===== config.mk =====
export PLATFORM = sky130hd
export DESIGN_NAME = glyph_bitmap_expander
export DESIGN_NICKNAME = d
export VERILOG_FILES = /design/src/rtl/gbe_pkg.sv /design/src/rtl/gbe_front.sv /design/src/rtl/gbe_queue.sv /design/src/rtl/gbe_back.sv /design/src/rtl/glyph_bitmap_expander.sv
export SDC_FILE = /design/constraint.sdc
export NUM_CORES = 1
export LEC_CHECK = 0
export ABC_AREA = 1
export BUFFER_PORTS_ARGS = -buffer_cell sky130_fd_sc_hd__buf_2
export CORE_UTILIZATION = 60
export DETAILED_ROUTE_END_ITERATION = 16
export PLACE_DENSITY = 0.77
export SYNTH_ARGS = -nofsm -noshare
export SYNTH_HDL_FRONTEND = slang
export SYNTH_SLANG_ARGS = --single-unit

===== constraint.sdc =====
create_clock -name i_clk -period 21.4 [get_ports i_clk]
set_clock_uncertainty 0.15 [all_clocks]
set_input_delay 4.28 -clock i_clk [delete_from_list [all_inputs] [get_ports i_clk]]
set_output_delay 4.28 -clock i_clk [all_outputs]
set_load 0.02 [all_outputs]

===== src/rtl/gbe_pkg.sv =====
// Shared types and constants of the glyph bitmap expander.
package gbe_pkg;

    localparam int COORD_BITS  = 16;
    localparam int COLOR_BITS  = 32;
    localparam int BYTE_BITS   = 8;
    localparam int COUNT_BITS  = $clog2(BYTE_BITS + 1);
    localparam int AREA_BITS   = 2 * BYTE_BITS;
    localparam int QUEUE_DEPTH = 4;
    localparam int DATA_BITS   = 32;
    localparam int ADDR_BITS   = 3;

    // register indexes (byte address / 4)
    localparam logic [0:0] REG_BASELINE = 1'b0;

    typedef logic [COORD_BITS-1:0] t_coord;
    typedef logic [COLOR_BITS-1:0] t_color;
    typedef logic [BYTE_BITS-1:0]  t_byte;
    typedef logic [COUNT_BITS-1:0] t_count;

    typedef enum logic {
        OP_HEADER = 1'b0,
        OP_BITMAP = 1'b1
    } t_op;

    typedef enum logic {
        KIND_PIXEL = 1'b0,
        KIND_DONE  = 1'b1
    } t_kind;

    typedef enum logic [1:0] {
        CMD_HEAD  = 2'd0,
        CMD_EMPTY = 2'd1,
        CMD_BYTE  = 2'd2
    } t_cmd_kind;

    typedef struct packed {
        t_op               operation;
        t_coord            pen_x;
        t_coord            pen_y;
        t_byte             glyph_width;
        t_byte             glyph_height;
        logic signed [7:0] offset_x;
        logic signed [7:0] offset_y;
        t_byte             advance;
        t_color            ink_color;
        t_byte             bitmap_byte;
    } t_in_word;

    typedef struct packed {
        t_kind  kind;
        t_coord pixel_x;
        t_coord pixel_y;
        t_color pixel_value;
        t_coord next_pen_x;
        logic   last;
    } t_out_word;

    // classified work handed from front to back
    typedef struct packed {
        t_cmd_kind         kind;
        t_coord            pen_x;
        t_coord            pen_y;
        t_byte             width;
        logic signed [7:0] off_x;
        logic signed [7:0] off_y;
        t_byte             advance;
        t_color            color;
        t_byte             bits;
        t_count            count;
        logic              final_byte;
    } t_cmd;

endpackage


===== src/rtl/gbe_front.sv =====
// Front end: accepts input words, tracks glyph pixel budget, classifies work.
module gbe_front (
    input  logic              i_clk,
    input  logic              i_rst_n,
    input  logic              i_in_valid,
    output logic              o_in_ready,
    input  gbe_pkg::t_in_word i_in_word,
    output logic              o_push,
    output gbe_pkg::t_cmd     o_cmd,
    input  logic              i_full
);

    logic                            r_active;
    logic [gbe_pkg::AREA_BITS-1:0]   r_remaining;
    logic                            n_active;
    logic [gbe_pkg::AREA_BITS-1:0]   n_remaining;
    logic [gbe_pkg::AREA_BITS-1:0]   w_area;
    logic                            w_accept;
    gbe_pkg::t_count                 w_count;

    assign o_in_ready = !i_full;
    assign w_accept   = i_in_valid && !i_full;
    assign w_area     = {{gbe_pkg::BYTE_BITS{1'b0}}, i_in_word.glyph_width}
                      * {{gbe_pkg::BYTE_BITS{1'b0}}, i_in_word.glyph_height};

    always_comb begin
        n_active          = r_active;
        n_remaining       = r_remaining;
        o_push            = 1'b0;
        w_count           = gbe_pkg::t_count'(gbe_pkg::BYTE_BITS);
        o_cmd.kind        = gbe_pkg::CMD_BYTE;
        o_cmd.pen_x       = i_in_word.pen_x;
        o_cmd.pen_y       = i_in_word.pen_y;
        o_cmd.width       = i_in_word.glyph_width;
        o_cmd.off_x       = i_in_word.offset_x;
        o_cmd.off_y       = i_in_word.offset_y;
        o_cmd.advance     = i_in_word.advance;
        o_cmd.color       = i_in_word.ink_color;
        o_cmd.final_byte  = 1'b0;
        if (r_remaining <= gbe_pkg::AREA_BITS'(gbe_pkg::BYTE_BITS)) begin
            w_count = r_remaining[gbe_pkg::COUNT_BITS-1:0];
        end
        // drop padding bits past the last glyph pixel
        o_cmd.bits  = i_in_word.bitmap_byte & ~(gbe_pkg::t_byte'('1) >> w_count);
        o_cmd.count = w_count;
        if (w_accept) begin
            case (i_in_word.operation)
                gbe_pkg::OP_HEADER: begin
                    o_push = 1'b1;
                    if (w_area == '0) begin
                        o_cmd.kind = gbe_pkg::CMD_EMPTY;
                        n_active   = 1'b0;
                    end else begin
                        o_cmd.kind  = gbe_pkg::CMD_HEAD;
                        n_active    = 1'b1;
                        n_remaining = w_area;
                    end
                end
                gbe_pkg::OP_BITMAP: begin
                    // stray bytes outside a glyph are dropped here
                    if (r_active) begin
                        o_push      = 1'b1;
                        n_remaining = r_remaining - gbe_pkg::AREA_BITS'(w_count);
                        if (r_remaining <= gbe_pkg::AREA_BITS'(gbe_pkg::BYTE_BITS)) begin
                            o_cmd.final_byte = 1'b1;
                            n_active         = 1'b0;
                        end
                    end
                end
                default: begin
                    o_push = 1'b0;
                end
            endcase
        end
    end

    always_ff @(posedge i_clk) begin
        if (!i_rst_n) begin
            r_active    <= 1'b0;
            r_remaining <= '0;
        end else begin
            r_active    <= n_active;
            r_remaining <= n_remaining;
        end
    end

endmodule


===== src/rtl/gbe_queue.sv =====
// Short command queue between front and back.
module gbe_queue (
    input  logic          i_clk,
    input  logic          i_rst_n,
    input  logic          i_push,
    input  gbe_pkg::t_cmd i_cmd,
    output logic          o_full,
    input  logic          i_pop,
    output gbe_pkg::t_cmd o_head,
    output logic          o_empty
);

    localparam int IDX_BITS = $clog2(gbe_pkg::QUEUE_DEPTH);

    gbe_pkg::t_cmd       r_mem [gbe_pkg::QUEUE_DEPTH];
    logic [IDX_BITS:0]   r_wr_ptr;
    logic [IDX_BITS:0]   r_rd_ptr;

    assign o_empty = (r_wr_ptr == r_rd_ptr);
    assign o_full  = (r_wr_ptr[IDX_BITS] != r_rd_ptr[IDX_BITS])
                  && (r_wr_ptr[IDX_BITS-1:0] == r_rd_ptr[IDX_BITS-1:0]);
    assign o_head  = r_mem[r_rd_ptr[IDX_BITS-1:0]];

    always_ff @(posedge i_clk) begin
        if (i_push && !o_full) begin
            r_mem[r_wr_ptr[IDX_BITS-1:0]] <= i_cmd;
        end
    end

    always_ff @(posedge i_clk) begin
        if (!i_rst_n) begin
            r_wr_ptr <= '0;
            r_rd_ptr <= '0;
        end else begin
            if (i_push && !o_full) begin
                r_wr_ptr <= r_wr_ptr + 1'b1;
            end
            if (i_pop && !o_empty) begin
                r_rd_ptr <= r_rd_ptr + 1'b1;
            end
        end
    end

endmodule


===== src/rtl/gbe_back.sv =====
// Back end: walks bitmap bits one per cycle while the result register is free, and drives the result register.
module gbe_back (
    input  logic               i_clk,
    input  logic               i_rst_n,
    input  logic               i_empty,
    input  gbe_pkg::t_cmd      i_head,
    output logic               o_pop,
    input  gbe_pkg::t_byte     i_baseline,
    output logic               o_out_valid,
    input  logic               i_out_ready,
    output gbe_pkg::t_out_word o_out_word
);

    localparam int PAD = gbe_pkg::COORD_BITS - gbe_pkg::BYTE_BITS;

    typedef enum logic [1:0] {
        S_IDLE = 2'd0,
        S_BITS = 2'd1,
        S_DONE = 2'd2
    } t_state;

    t_state             r_state;
    gbe_pkg::t_coord    r_base_x;
    gbe_pkg::t_coord    r_base_y;
    gbe_pkg::t_coord    r_next_pen;
    gbe_pkg::t_byte     r_width;
    gbe_pkg::t_color    r_color;
    gbe_pkg::t_byte     r_bits;
    gbe_pkg::t_count    r_count;
    logic               r_final;
    gbe_pkg::t_byte     r_col;
    gbe_pkg::t_byte     r_row;
    logic               r_out_valid;
    gbe_pkg::t_out_word r_out_word;

    logic               w_slot_free;
    logic               w_emit;
    gbe_pkg::t_coord    w_px;
    gbe_pkg::t_coord    w_py;

    assign w_slot_free = !r_out_valid || i_out_ready;
    assign w_px = r_base_x + {{PAD{1'b0}}, r_col};
    assign w_py = r_base_y + {{PAD{1'b0}}, r_row} + {{PAD{1'b0}}, i_baseline};
    assign o_pop = (r_state == S_IDLE) && !i_empty
                && ((i_head.kind != gbe_pkg::CMD_EMPTY) || w_slot_free);
    // load a result word this cycle
    assign w_emit = (o_pop && (i_head.kind == gbe_pkg::CMD_EMPTY))
                 || ((r_state == S_BITS) && w_slot_free && r_bits[gbe_pkg::BYTE_BITS-1])
                 || ((r_state == S_DONE) && w_slot_free);
    assign o_out_valid = r_out_valid;
    assign o_out_word  = r_out_word;

    always_ff @(posedge i_clk) begin
        if (!i_rst_n) begin
            r_state     <= S_IDLE;
            r_out_valid <= 1'b0;
            r_col       <= '0;
            r_row       <= '0;
        end else begin
            if (w_emit) begin
                r_out_valid <= 1'b1;
            end else if (i_out_ready) begin
                r_out_valid <= 1'b0;
            end
            case (r_state)
                S_IDLE: begin
                    if (o_pop) begin
                        case (i_head.kind)
                            gbe_pkg::CMD_HEAD: begin
                                r_base_x   <= i_head.pen_x
                                            + {{PAD{i_head.off_x[7]}}, i_head.off_x};
                                r_base_y   <= i_head.pen_y
                                            + {{PAD{i_head.off_y[7]}}, i_head.off_y};
                                r_next_pen <= i_head.pen_x + {{PAD{1'b0}}, i_head.advance};
                                r_width    <= i_head.width;
                                r_color    <= i_head.color;
                                r_col      <= '0;
                                r_row      <= '0;
                            end
                            gbe_pkg::CMD_EMPTY: begin
                                r_out_word.kind        <= gbe_pkg::KIND_DONE;
                                r_out_word.pixel_x     <= '0;
                                r_out_word.pixel_y     <= '0;
                                r_out_word.pixel_value <= '0;
                                r_out_word.next_pen_x  <= i_head.pen_x
                                                        + {{PAD{1'b0}}, i_head.advance};
                                r_out_word.last        <= 1'b1;
                            end
                            gbe_pkg::CMD_BYTE: begin
                                r_bits  <= i_head.bits;
                                r_count <= i_head.count;
                                r_final <= i_head.final_byte;
                                r_state <= S_BITS;
                            end
                            default: begin
                                r_state <= S_IDLE;
                            end
                        endcase
                    end
                end
                S_BITS: begin
                    if (w_slot_free) begin
                        if (r_bits[gbe_pkg::BYTE_BITS-1]) begin
                            r_out_word.kind        <= gbe_pkg::KIND_PIXEL;
                            r_out_word.pixel_x     <= w_px;
                            r_out_word.pixel_y     <= w_py;
                            r_out_word.pixel_value <= r_color;
                            r_out_word.next_pen_x  <= '0;
                            r_out_word.last        <= (r_bits[gbe_pkg::BYTE_BITS-2:0] == '0)
                                                   && !r_final;
                        end
                        r_bits  <= r_bits << 1;
                        r_count <= r_count - 1'b1;
                        if (r_col + 1'b1 == r_width) begin
                            r_col <= '0;
                            r_row <= r_row + 1'b1;
                        end else begin
                            r_col <= r_col + 1'b1;
                        end
                        if (r_count == gbe_pkg::t_count'(1)) begin
                            r_state <= r_final ? S_DONE : S_IDLE;
                        end
                    end
                end
                S_DONE: begin
                    if (w_slot_free) begin
                        r_out_word.kind        <= gbe_pkg::KIND_DONE;
                        r_out_word.pixel_x     <= '0;
                        r_out_word.pixel_y     <= '0;
                        r_out_word.pixel_value <= '0;
                        r_out_word.next_pen_x  <= r_next_pen;
                        r_out_word.last        <= 1'b1;
                        r_col                  <= '0;
                        r_row                  <= '0;
                        r_state                <= S_IDLE;
                    end
                end
                default: begin
                    r_state <= S_IDLE;
                end
            endcase
        end
    end

endmodule


===== src/rtl/glyph_bitmap_expander.sv =====
// Top level of the glyph bitmap expander: register port, front, queue and back.
//
//  channel   direction  handshake                      word
//  in        to block   i_in_valid / o_in_ready        gbe_pkg::t_in_word
//  out       from block o_out_valid / i_out_ready      gbe_pkg::t_out_word
//  config    to block   psel/penable/pwrite, pready=1  baseline at address 0
//
// A bitmap byte is popped from the queue in the idle state, then the bit-walking
// back end steps through each glyph pixel it holds; the last byte of a glyph adds
// the finished word. A header is popped in the idle state. The front takes a word
// every cycle while the four-entry queue has room, so headers and stray bytes
// pass at full speed.
// Synchronous active-low reset clears control state; no clearing pass is needed.
// A stalled output holds the back end; the queue absorbs the front meanwhile.
module glyph_bitmap_expander (
    input  logic                               i_clk,
    input  logic                               i_rst_n,
    // input words
    input  logic                               i_in_valid,
    output logic                               o_in_ready,
    input  gbe_pkg::t_in_word                  i_in_word,
    // result words
    output logic                               o_out_valid,
    input  logic                               i_out_ready,
    output gbe_pkg::t_out_word                 o_out_word,
    // register port
    input  logic                               psel,
    input  logic                               penable,
    input  logic                               pwrite,
    input  logic [gbe_pkg::ADDR_BITS-1:0]      paddr,
    input  logic [gbe_pkg::DATA_BITS-1:0]      pwdata,
    output logic [gbe_pkg::DATA_BITS-1:0]      prdata,
    output logic                               pready
);

    gbe_pkg::t_byte r_baseline;
    logic           w_reg_hit;
    logic           w_push;
    logic           w_full;
    logic           w_pop;
    logic           w_empty;
    gbe_pkg::t_cmd  w_push_cmd;
    gbe_pkg::t_cmd  w_head_cmd;

    // register 0 sits at byte address 0; word index is paddr[2]
    assign pready    = 1'b1;
    assign w_reg_hit = (paddr[2] == gbe_pkg::REG_BASELINE);
    assign prdata    = w_reg_hit
                     ? {{(gbe_pkg::DATA_BITS - gbe_pkg::BYTE_BITS){1'b0}}, r_baseline}
                     : '0;

    // baseline is added to every row
    always_ff @(posedge i_clk) begin
        if (!i_rst_n) begin
            r_baseline <= '0;
        end else if (psel && penable && pwrite && w_reg_hit) begin
            r_baseline <= pwdata[gbe_pkg::BYTE_BITS-1:0];
        end
    end

    // front: classify headers, budget the glyph's pixels, drop stray bytes
    gbe_front u_front (
        .i_clk      (i_clk),
        .i_rst_n    (i_rst_n),
        .i_in_valid (i_in_valid),
        .o_in_ready (o_in_ready),
        .i_in_word  (i_in_word),
        .o_push     (w_push),
        .o_cmd      (w_push_cmd),
        .i_full     (w_full)
    );

    // decouple front and back so each stalls on its own
    gbe_queue u_queue (
        .i_clk   (i_clk),
        .i_rst_n (i_rst_n),
        .i_push  (w_push),
        .i_cmd   (w_push_cmd),
        .o_full  (w_full),
        .i_pop   (w_pop),
        .o_head  (w_head_cmd),
        .o_empty (w_empty)
    );

    // back: one bit per cycle while the result register is free, pixel writes and finished words
    gbe_back u_back (
        .i_clk       (i_clk),
        .i_rst_n     (i_rst_n),
        .i_empty     (w_empty),
        .i_head      (w_head_cmd),
        .o_pop       (w_pop),
        .i_baseline  (r_baseline),
        .o_out_valid (o_out_valid),
        .i_out_ready (i_out_ready),
        .o_out_word  (o_out_word)
    );

endmodule


== Word-level counts from Yosys, hierarchy flattened ==
Memories as Yosys holds them, arrays and structs flattened. A register that Yosys moved wholly into a read port is not among the register bits.
Index checks and enable logic that the tools add are counted.

* $add $sub $neg: 12
* Multipliers: 1
* $lt $le $gt $ge: 1
* Equal/unequal tests: 22
* Shifts and indexed selects: 1
* Mux-type cells: 55
* Bitwise operators: 4
* Reduce and logical (&&, ||, !) cells: 38

{| class="wikitable"
|+ Operator list
! kind !! number
|-
| 82-bit 2-to-1 mux || 5
|-
| 82-bit one-hot mux with 3 select lines || 1
|-
| 8-bit 2-to-1 mux || 11
|-
| 16-bit by 8-bit adder with 16-bit output || 4
|-
| 8-bit one-hot mux with 3 select lines || 2
|-
| 16-bit adder || 2
|-
| 16-bit 2-to-1 mux || 2
|-
| 16-bit one-hot mux with 2 select lines || 1
|-
| 2-bit 2-to-1 mux || 9
|-
| 8-bit by 1-bit adder with 8-bit output, second input constant || 2
|-
| 16-bit by 4-bit less-or-equal comparator with 1-bit output, second input constant || 1
|-
| 16-bit zero test || 1
|-
| 8-bit by 8-bit multiplier with 16-bit output || 1
|-
| 4-bit 2-to-1 mux || 4
|-
| 8-bit one-hot mux with 2 select lines || 1
|-
| 16-bit by 4-bit subtractor with 16-bit output || 1
|-
| 5-bit AND reduction || 3
|-
| 1-bit logical AND || 14
|-
| 1-bit 2-to-1 mux || 14
|-
| 2-bit != test, second input constant || 7
|-
| 2-bit by 1-bit != test with 1-bit output, second input constant || 6
|-
| 8-bit AND || 1
|-
| 8-bit equality test || 1
|-
| 8-bit NOT || 1
|-
| 25 further kinds || 39
|}

* Register bits: 233
* Memory bits (writable): 444
* Input bits: 155
* Output and inout port bits: 117
* Word-level logic and storage cells: 158
* Memories kept: 1

{| class="wikitable"
|+ Memories
! memory !! depth !! width !! rd ports !! clocked after memory_dff !! wr ports !! RTL line !! RTL
|-
| u_queue.r_mem || 4 || 111 || 1 || 1 || 1 || gbe_queue.sv:15 || <nowiki>gbe_pkg::t_cmd r_mem [gbe_pkg::QUEUE_DEPTH];</nowiki>
|}

== Depth between registers and ports, before layout ==
Gate-level depths: netlist of the first run.

* Depth after elaboration: 8
* Mapped depth: 28
* Mapped depth without buffers: 26

== Cells and area by module ==
Synthesis of the first run repeated with hierarchy kept, for this count alone.

* Cells, all modules: 3044
* Area total of the unflattened synthesis: 32879.0 µm²

{| class="wikitable"
|+ Modules (own cells, without submodules)
! module !! times used !! cells each !! area each (µm²) !! sequential area each (µm²)
|-
| gbe_queue || 1 || 1148 || 16942.5 || 13492.9
|-
| gbe_back || 1 || 1075 || 10721.5 || 5875.6
|-
| gbe_front || 1 || 721 || 4545.6 || 340.3
|-
| glyph_bitmap_expander || 1 || 100 || 669.4 || 160.2
|}

== Worst setup path after synthesis of the first run ==
Ideal clock, no wire load.

* Kind: input port to flip-flop
* Start point: input port i_rst_n
* End point: register u_back.r_out_word, in the netlist u_back.o_out_word[0] (enable)
* Setup time: 0.724 ns
* Data arrival time: 12.515 ns
* Required time: 20.526 ns
* Path slack: 8.011 ns
* Cell stages on the path: 3
* Path buffers: 1
* Path through: clkbuf_1 > inv_2 > nor4_1

* Longest elaborated chain between the ends: 1

{| class="wikitable"
|+ RTL lines
! what !! RTL line !! RTL
|-
| start: declaration || glyph_bitmap_expander.sv:17 || <nowiki>input logic i_rst_n,</nowiki>
|-
| 7-bit AND reduction (no line) || - ||
|-
| end: declaration || gbe_back.sv:34 || <nowiki>gbe_pkg::t_out_word r_out_word;</nowiki>
|}

Every way passes these cells.
A chain may end at the register's enable or synchronous reset.

== Final worst setup path of the first run ==
* Start point: input port paddr[2] (netlist name)
* End point: output port prdata[0] (netlist name)

* Longest elaborated chain between the ends: 1

{| class="wikitable"
|+ RTL lines
! what !! RTL line !! RTL
|-
| start: declaration || glyph_bitmap_expander.sv:30 || <nowiki>input logic [gbe_pkg::ADDR_BITS-1:0] paddr,</nowiki>
|-
| 8-bit 2-to-1 mux || glyph_bitmap_expander.sv:49 || <nowiki>? {{(gbe_pkg::DATA_BITS - gbe_pkg::BYTE_BITS){1'b0}}, r_baseline}</nowiki>
|-
| end: declaration || glyph_bitmap_expander.sv:32 || <nowiki>output logic [gbe_pkg::DATA_BITS-1:0] prdata,</nowiki>
|}

Every way passes these cells.

==> results.sh, run 1 <==
export IMPL_timing_critical_path_from="paddr[2]"
export IMPL_synth_seq_cells=679
export IMPL_boundaryPins=272
export IMPL_overflow=0
export IMPL_min_period_ns=9.16
export IMPL_gp_congestion=0.916
export IMPL_crit_path_top_delay_cell="buf_2"
export IMPL_core_area_um2=51600
export IMPL_slowest_delay_ns=0.18
export IMPL_finalNetCount=3330
export IMPL_cts_setup_buffers=0
export IMPL_rows=83
export IMPL_layout_common_cells="edfxtp_1 (627), nand2_1 (415), nor2_1 (352)"
export IMPL_max_clock_freq_ghz=0.109
export IMPL_syn_area_um2=31500
export IMPL_via_per_inst=5.72
export IMPL_startpoint_type="input port"
export IMPL_initial_utilization=0.611
export IMPL_slew_viol_final=0
export IMPL_final_setup_worst_slack_ns=12.24
export IMPL_end_kind="primary output"
export IMPL_design_die_area_um2=53500
export IMPL_status="completed"
export IMPL_worstPathCellList="buf_2 > nor2_1 > buf_2"
export IMPL_cts_hold_buf=0
export IMPL_wire_per_inst_um=18.9
export IMPL_peakVddDrop_mv=0.104
export IMPL_ys_warnings_count=0
export IMPL_min_period_over_period=0.428
export IMPL_port_buffers=220
export IMPL_cts_max_path_buffers=3
export IMPL_rsz0062_at_grt="false"
export IMPL_worstHoldStart="u_queue.r_rd_ptr[2]"
export IMPL_clock_latency_ns=0.60
export IMPL_final_common_cell="edfxtp_1"
export IMPL_cp_arrival_ns=4.73
export IMPL_synth_edf_count=627
export IMPL_drtPass1Iterations=5
export IMPL_syn_inst=2830
export IMPL_hpwl_um=45800
export IMPL_place_ws_ns=12.04
export IMPL_grt_pass1_wl_um=110000
export IMPL_clk_pin_slew_ns=0.06
export IMPL_p_leak_nw=14.1
export IMPL_cts_root_buf="clkbuf_16"
export IMPL_wl_um=70900
export IMPL_final_hold_violation_count=0
export IMPL_cts_resized=0
export IMPL_p_per_area_nw_per_um2=130
export IMPL_first_iter_violations=1966
export IMPL_die_y_um=231
export IMPL_yosysUniqueCellTypes=59
export IMPL_hold_class="flop to flop"
export IMPL_cts_num_sinks=679
export IMPL_grt_pass1_vias=21000
export IMPL_ys_seq_area_frac=0.630
export IMPL_setup_viol=0
export IMPL_worstMarginPinSlew_ns=1.17
export IMPL_async_reset_ff_frac=0
export IMPL_synthToLayoutAreaGrowth_pct=11.9
export IMPL_regArea_um2=19900
export IMPL_finalSetupTns_ns=0
export IMPL_fill_cells=3669
export IMPL_cts_tree="yes"
export IMPL_antenna_found_initial=18
export IMPL_detail_route_antenna_nets=0
export IMPL_cts_buffers=70
export IMPL_num_vias=21500
export IMPL_timing_max_cap_violations=0
export IMPL_critical_path_required_ns=16.97
export IMPL_post_route_drc_count=0
export IMPL_critical_path_top_delay_family="buffers and inverters"
export IMPL_slew_headroom=0.217
export IMPL_critPathMaxFanout=9
export IMPL_multiInputGateArea_um2=10000
export IMPL_htree_levels=3
export IMPL_avgSynthCellArea_um2=11.1
export IMPL_ys_flop_type="edfxtp_1"
export IMPL_final_layout_size_suffix_gt1_frac=0.127
export IMPL_criticalPathCategory="input port to primary output"
export IMPL_grt_start_max_net_pins=154
export IMPL_grt_usage=0.266
export IMPL_cp_common_cell="buf_2"
export IMPL_die_width_um=231
export IMPL_path_buf_inv=2
## cell usage after synthesis, drive strengths merged (18+ instances only)
library cell	count	area share
a21oi	132	0.021
buf	61	0.013
clkbuf	85	0.010
dfxtp	52	0.033
edfxtp	627	0.60
fa	49	0.031
ha	105	0.042
inv	282	0.034
nand2	430	0.053
nand3	102	0.017
nand4	18	0.0036
nor2	363	0.044
nor3	19	0.0033
o21ai	271	0.043
o22ai	94	0.019
xnor2	24	0.0067
xor2	45	0.013
## power breakdown
| group | leakage [nW] | switching [W] | internal (W) |
|---|---|---|---|
| Sequential | 6.14 | 0.0000779 | 0.00171 |
| Clock | 1.08 | 0.000486 | 0.000686 |
| Combinational | 6.92 | 0.00111 | 0.000511 |
| Total | 14.1 | 0.00167 | 0.00291 |
## worst register-to-register path: stages, from the launching register on
cell       delay (ns)
dfxtp_4          0.51
inv_6            0.77
buf_4            0.73
o21ai_0          0.17
o22ai_1          0.78
ha_1             0.35
nand2_1          0.08
nor2_1           0.14
nand3_1          0.10
o2111ai_1        0.19
a21oi_1          0.15
xnor2_1          0.40
## metal layers
metal  up-vias  track usage  wire length, um  share of wire
met5         -            0              103         0.0015
met4        16       0.0923             1640          0.023
met3       139       0.0578             5540          0.078
met2       825        0.441            34500           0.49
met1     10400        0.347            29200           0.41
li1      10100            -                -              -
## worst paths after layout
kind,to,cells past startpoint,slack [ns]
hold reg to reg,u_queue.r_rd_ptr[2],2,0.33
hold / removal,u_queue.r_rd_ptr[2],2,0.33
setup reg to reg,u_back.r_base_y[13],11,16.63
setup / recovery,prdata[0],3,12.24
## area by class of cell
| type | count | area share |
|---|---|---|
| Multi-Input combinational cell | 1746 | 0.283 |
| Clock buffer | 88 | 0.0534 |
| Inverter | 283 | 0.0302 |
| Clock inverter | 34 | 0.00904 |
| Timing Repair Buffer | 241 | 0.0360 |
| Tap cell | 680 | 0.0241 |
| Antenna cell | 10 | 0.000709 |
| Sequential cell | 679 | 0.563 |
## state kept, by name, indices dropped and copies added, names as in the netlist, named ones only
name / count
u_back.r_bits: 8
u_back.o_out_valid: 1
r_baseline: 8
u_back.r_width: 8
u_back.r_base_x: 16
u_back.r_base_y: 16
u_back.r_color: 32
u_queue.r_wr_ptr: 3
u_back.o_out_word: 82
u_back.r_row: 8
u_back.r_final: 1
u_back.r_state: 2
u_back.r_col: 8
u_back.r_count: 4
u_back.r_next_pen: 16
u_front.r_active: 1
u_front.r_remaining: 16
u_queue.r_rd_ptr: 3
u_queue.r_mem: 444
## through the flow
step           cells  hold slack (ns)  power [W]   util  cell area, um2
5_1_grt         3757            0.356    0.00483  0.683           35300
3_5_place_dp    3629            0.324    0.00341  0.641           33100
2_1_floorplan   2854            0.293    0.00298      -           31600
3_3_place_gp    3629            0.307    0.00335  0.641           33100
4_1_cts         3751            0.333    0.00458  0.683           35300
6_report        3761            0.330    0.00458  0.684           35300
## cells by family (layout without fill, tap and decap cells)
group,after synthesis,count (layout),share of synthesized area
muxes,1,1,0.000318
and+or+nand+nor,950,950,0.125
AOI/OAI and AO/OA,546,546,0.0956
xor gates and xnor gates,69,69,0.0192
DFF,679,679,0.630
adders and majority gates,154,154,0.0728
other,2,36,0.000238
buffers and inverters,429,646,0.0570
Power figures use the tool's default switching activity.
==> inputs of run 2 (changes only) <==
==> constraint.sdc (replaced) <==
create_clock -name i_clk -period 9.5 [get_ports i_clk]
set_clock_uncertainty 0.15 [all_clocks]
set_input_delay 1.9 -clock i_clk [delete_from_list [all_inputs] [get_ports i_clk]]
set_output_delay 1.9 -clock i_clk [all_outputs]
set_load 0.02 [all_outputs]
==> results.sh, run 2 (synthesized netlist as in run 1, its figures left out) <==
export IMPL_boundaryPins=272
export IMPL_detail_route_antenna_nets=0
export IMPL_cp_common_cell="nand2_1"
export IMPL_crit_path_top_delay_cell="fa_1"
export IMPL_layout_common_cells="edfxtp_1 (627), nand2_1 (415), nor2_1 (352)"
export IMPL_multiInputGateArea_um2=10000
export IMPL_grt_usage=0.267
export IMPL_place_inst=3629
export IMPL_cts_setup_buffers=0
export IMPL_gp_congestion=0.912
export IMPL_finalNetCount=3329
export IMPL_final_cell_area_um2=35200
export IMPL_max_clock_freq_ghz=0.161
export IMPL_rsz0062_at_grt="false"
export IMPL_min_period_over_period=0.656
export IMPL_peakVddDrop_mv=0.206
export IMPL_die_width_um=231
export IMPL_final_hold_violation_count=0
export IMPL_fill_cells=3674
export IMPL_initial_utilization=0.611
export IMPL_power_w=0.0103
export IMPL_cts_tree="yes"
export IMPL_rows=83
export IMPL_die_y_um=231
export IMPL_end_kind="flop"
export IMPL_hpwl_um=46000
export IMPL_design_die_area_um2=53500
export IMPL_via_per_inst=5.67
export IMPL_whs_ns=0.326
export IMPL_cts_buffers=69
export IMPL_wire_per_inst_um=19.0
export IMPL_criticalPathCategory="input port to flop"
export IMPL_core_area_um2=51600
export IMPL_grt_pass1_vias=21000
export IMPL_worstPathCellList="buf_2 > nand2_1 > fa_1 > fa_1 > inv_1 > fa_1 > inv_1 > fa_1 > inv_1 > ha_1 > a21oi_2 > nor2_1 > o21ai_1 > nand3_1 > nand2_1 > nand2_1 > nor2_2 > nand3_1 > nand2_2 > nand2_4 > nand2_1 > nand2_1 > nor2_1"
export IMPL_htree_levels=3
export IMPL_critical_path_required_ns=9.88
export IMPL_cts_resized=0
export IMPL_cp_arrival_ns=6.61
export IMPL_first_iter_violations=1865
export IMPL_timing_max_cap_violations=0
export IMPL_place_area_um2=33100
export IMPL_critPathMaxFanout=23
export IMPL_num_vias=21300
export IMPL_slowest_delay_ns=0.55
export IMPL_synthToLayoutAreaGrowth_pct=11.8
export IMPL_slew_headroom=0.244
export IMPL_worstMarginPinSlew_ns=1.13
export IMPL_finalSetupTns_ns=0
export IMPL_hold_class="flop to flop"
export IMPL_post_route_drc_count=0
export IMPL_final_common_cell="edfxtp_1"
export IMPL_finalNonFillerCells=3758
export IMPL_drtPass1Iterations=5
export IMPL_regArea_um2=19900
export IMPL_clk_pin_slew_ns=0.06
export IMPL_status="completed"
export IMPL_clock_latency_ns=0.60
export IMPL_antenna_found_initial=16
export IMPL_startpoint_type="input port"
export IMPL_cts_hold_buf=0
export IMPL_p_per_area_nw_per_um2=291
export IMPL_grt_start_max_net_pins=150
export IMPL_wl_um=71200
export IMPL_slew_viol_final=0
export IMPL_final_layout_size_suffix_gt1_frac=0.126
export IMPL_cts_max_path_buffers=3
export IMPL_overflow=0
export IMPL_grt_pass1_wl_um=110000
export IMPL_setup_viol=0
export IMPL_critical_path_top_delay_family="adder cells"
export IMPL_port_buffers=220
export IMPL_path_buf_inv=4
export IMPL_cts_num_sinks=679
export IMPL_p_leak_nw=14.1
export IMPL_cts_root_buf="clkbuf_16"
export IMPL_min_period_ns=6.23
export IMPL_largest_reg_flops=444
-- run 2: cell count changes in the layout (fill, tap and decap cells not counted), moves of 2 or more --
cell        change
clkbuf_1        +2
clkbuf_16       -2
clkinv_1        +4
clkinv_2        -3
clkinvlp_4      +2
diode_2         -6
-- run 2: area by class of cell --
class,count,area share
Tap cell,680,0.0241
Timing Repair Buffer,241,0.0357
Clock buffer,89,0.0526
Inverter,283,0.0303
Clock inverter,36,0.00888
Antenna cell,4,0.000284
Sequential cell,679,0.564
Multi-Input combinational cell,1746,0.284
-- run 2: power breakdown --
group | leakage, nW | switching (W) | internal, W
Combinational | 6.91 | 0.00248 | 0.00115
Sequential | 6.14 | 0.000181 | 0.00385
Clock | 1.05 | 0.00111 | 0.00150
Total | 14.1 | 0.00377 | 0.00650
-- run 2: worst min-delay path, cell delays in order, from the launching register on --
cell	delay, ns
dfxtp_1	0.33
inv_1	0.06
a21oi_1	0.05
-- run 2: layer usage --
layer / vias to the layer above / global-route usage / wire (um)
met5: - / 0 / 111
met1: 10200 / 0.350 / 29100
met4: 18 / 0.0826 / 1780
met3: 149 / 0.0591 / 5450
met2: 775 / 0.446 / 34800
li1: 10100 / - / -
-- run 2: per-stage QoR --
stage / setup WS [ns] / util
final: 3.27 / 0.683
after global routing: 2.95 / 0.683
after CTS: 3.32 / 0.682
after detailed placement: 2.69 / 0.640
after global placement: 2.82 / 0.640
after floorplan: 0.468 / -
-- run 2: final timing paths --
| kind | from | to | slack, ns | cells after the start |
|---|---|---|---|---|
| min reg2reg | u_queue.r_rd_ptr[2] | u_queue.r_rd_ptr[2] | 0.33 | 2 |
| max | i_in_word[72] | u_front.r_remaining[1] | 3.27 | 23 |
| min | u_queue.r_rd_ptr[2] | u_queue.r_rd_ptr[2] | 0.33 | 2 |
| max reg2reg | flop | u_back.o_out_word[15] | 4.18 | 18 |
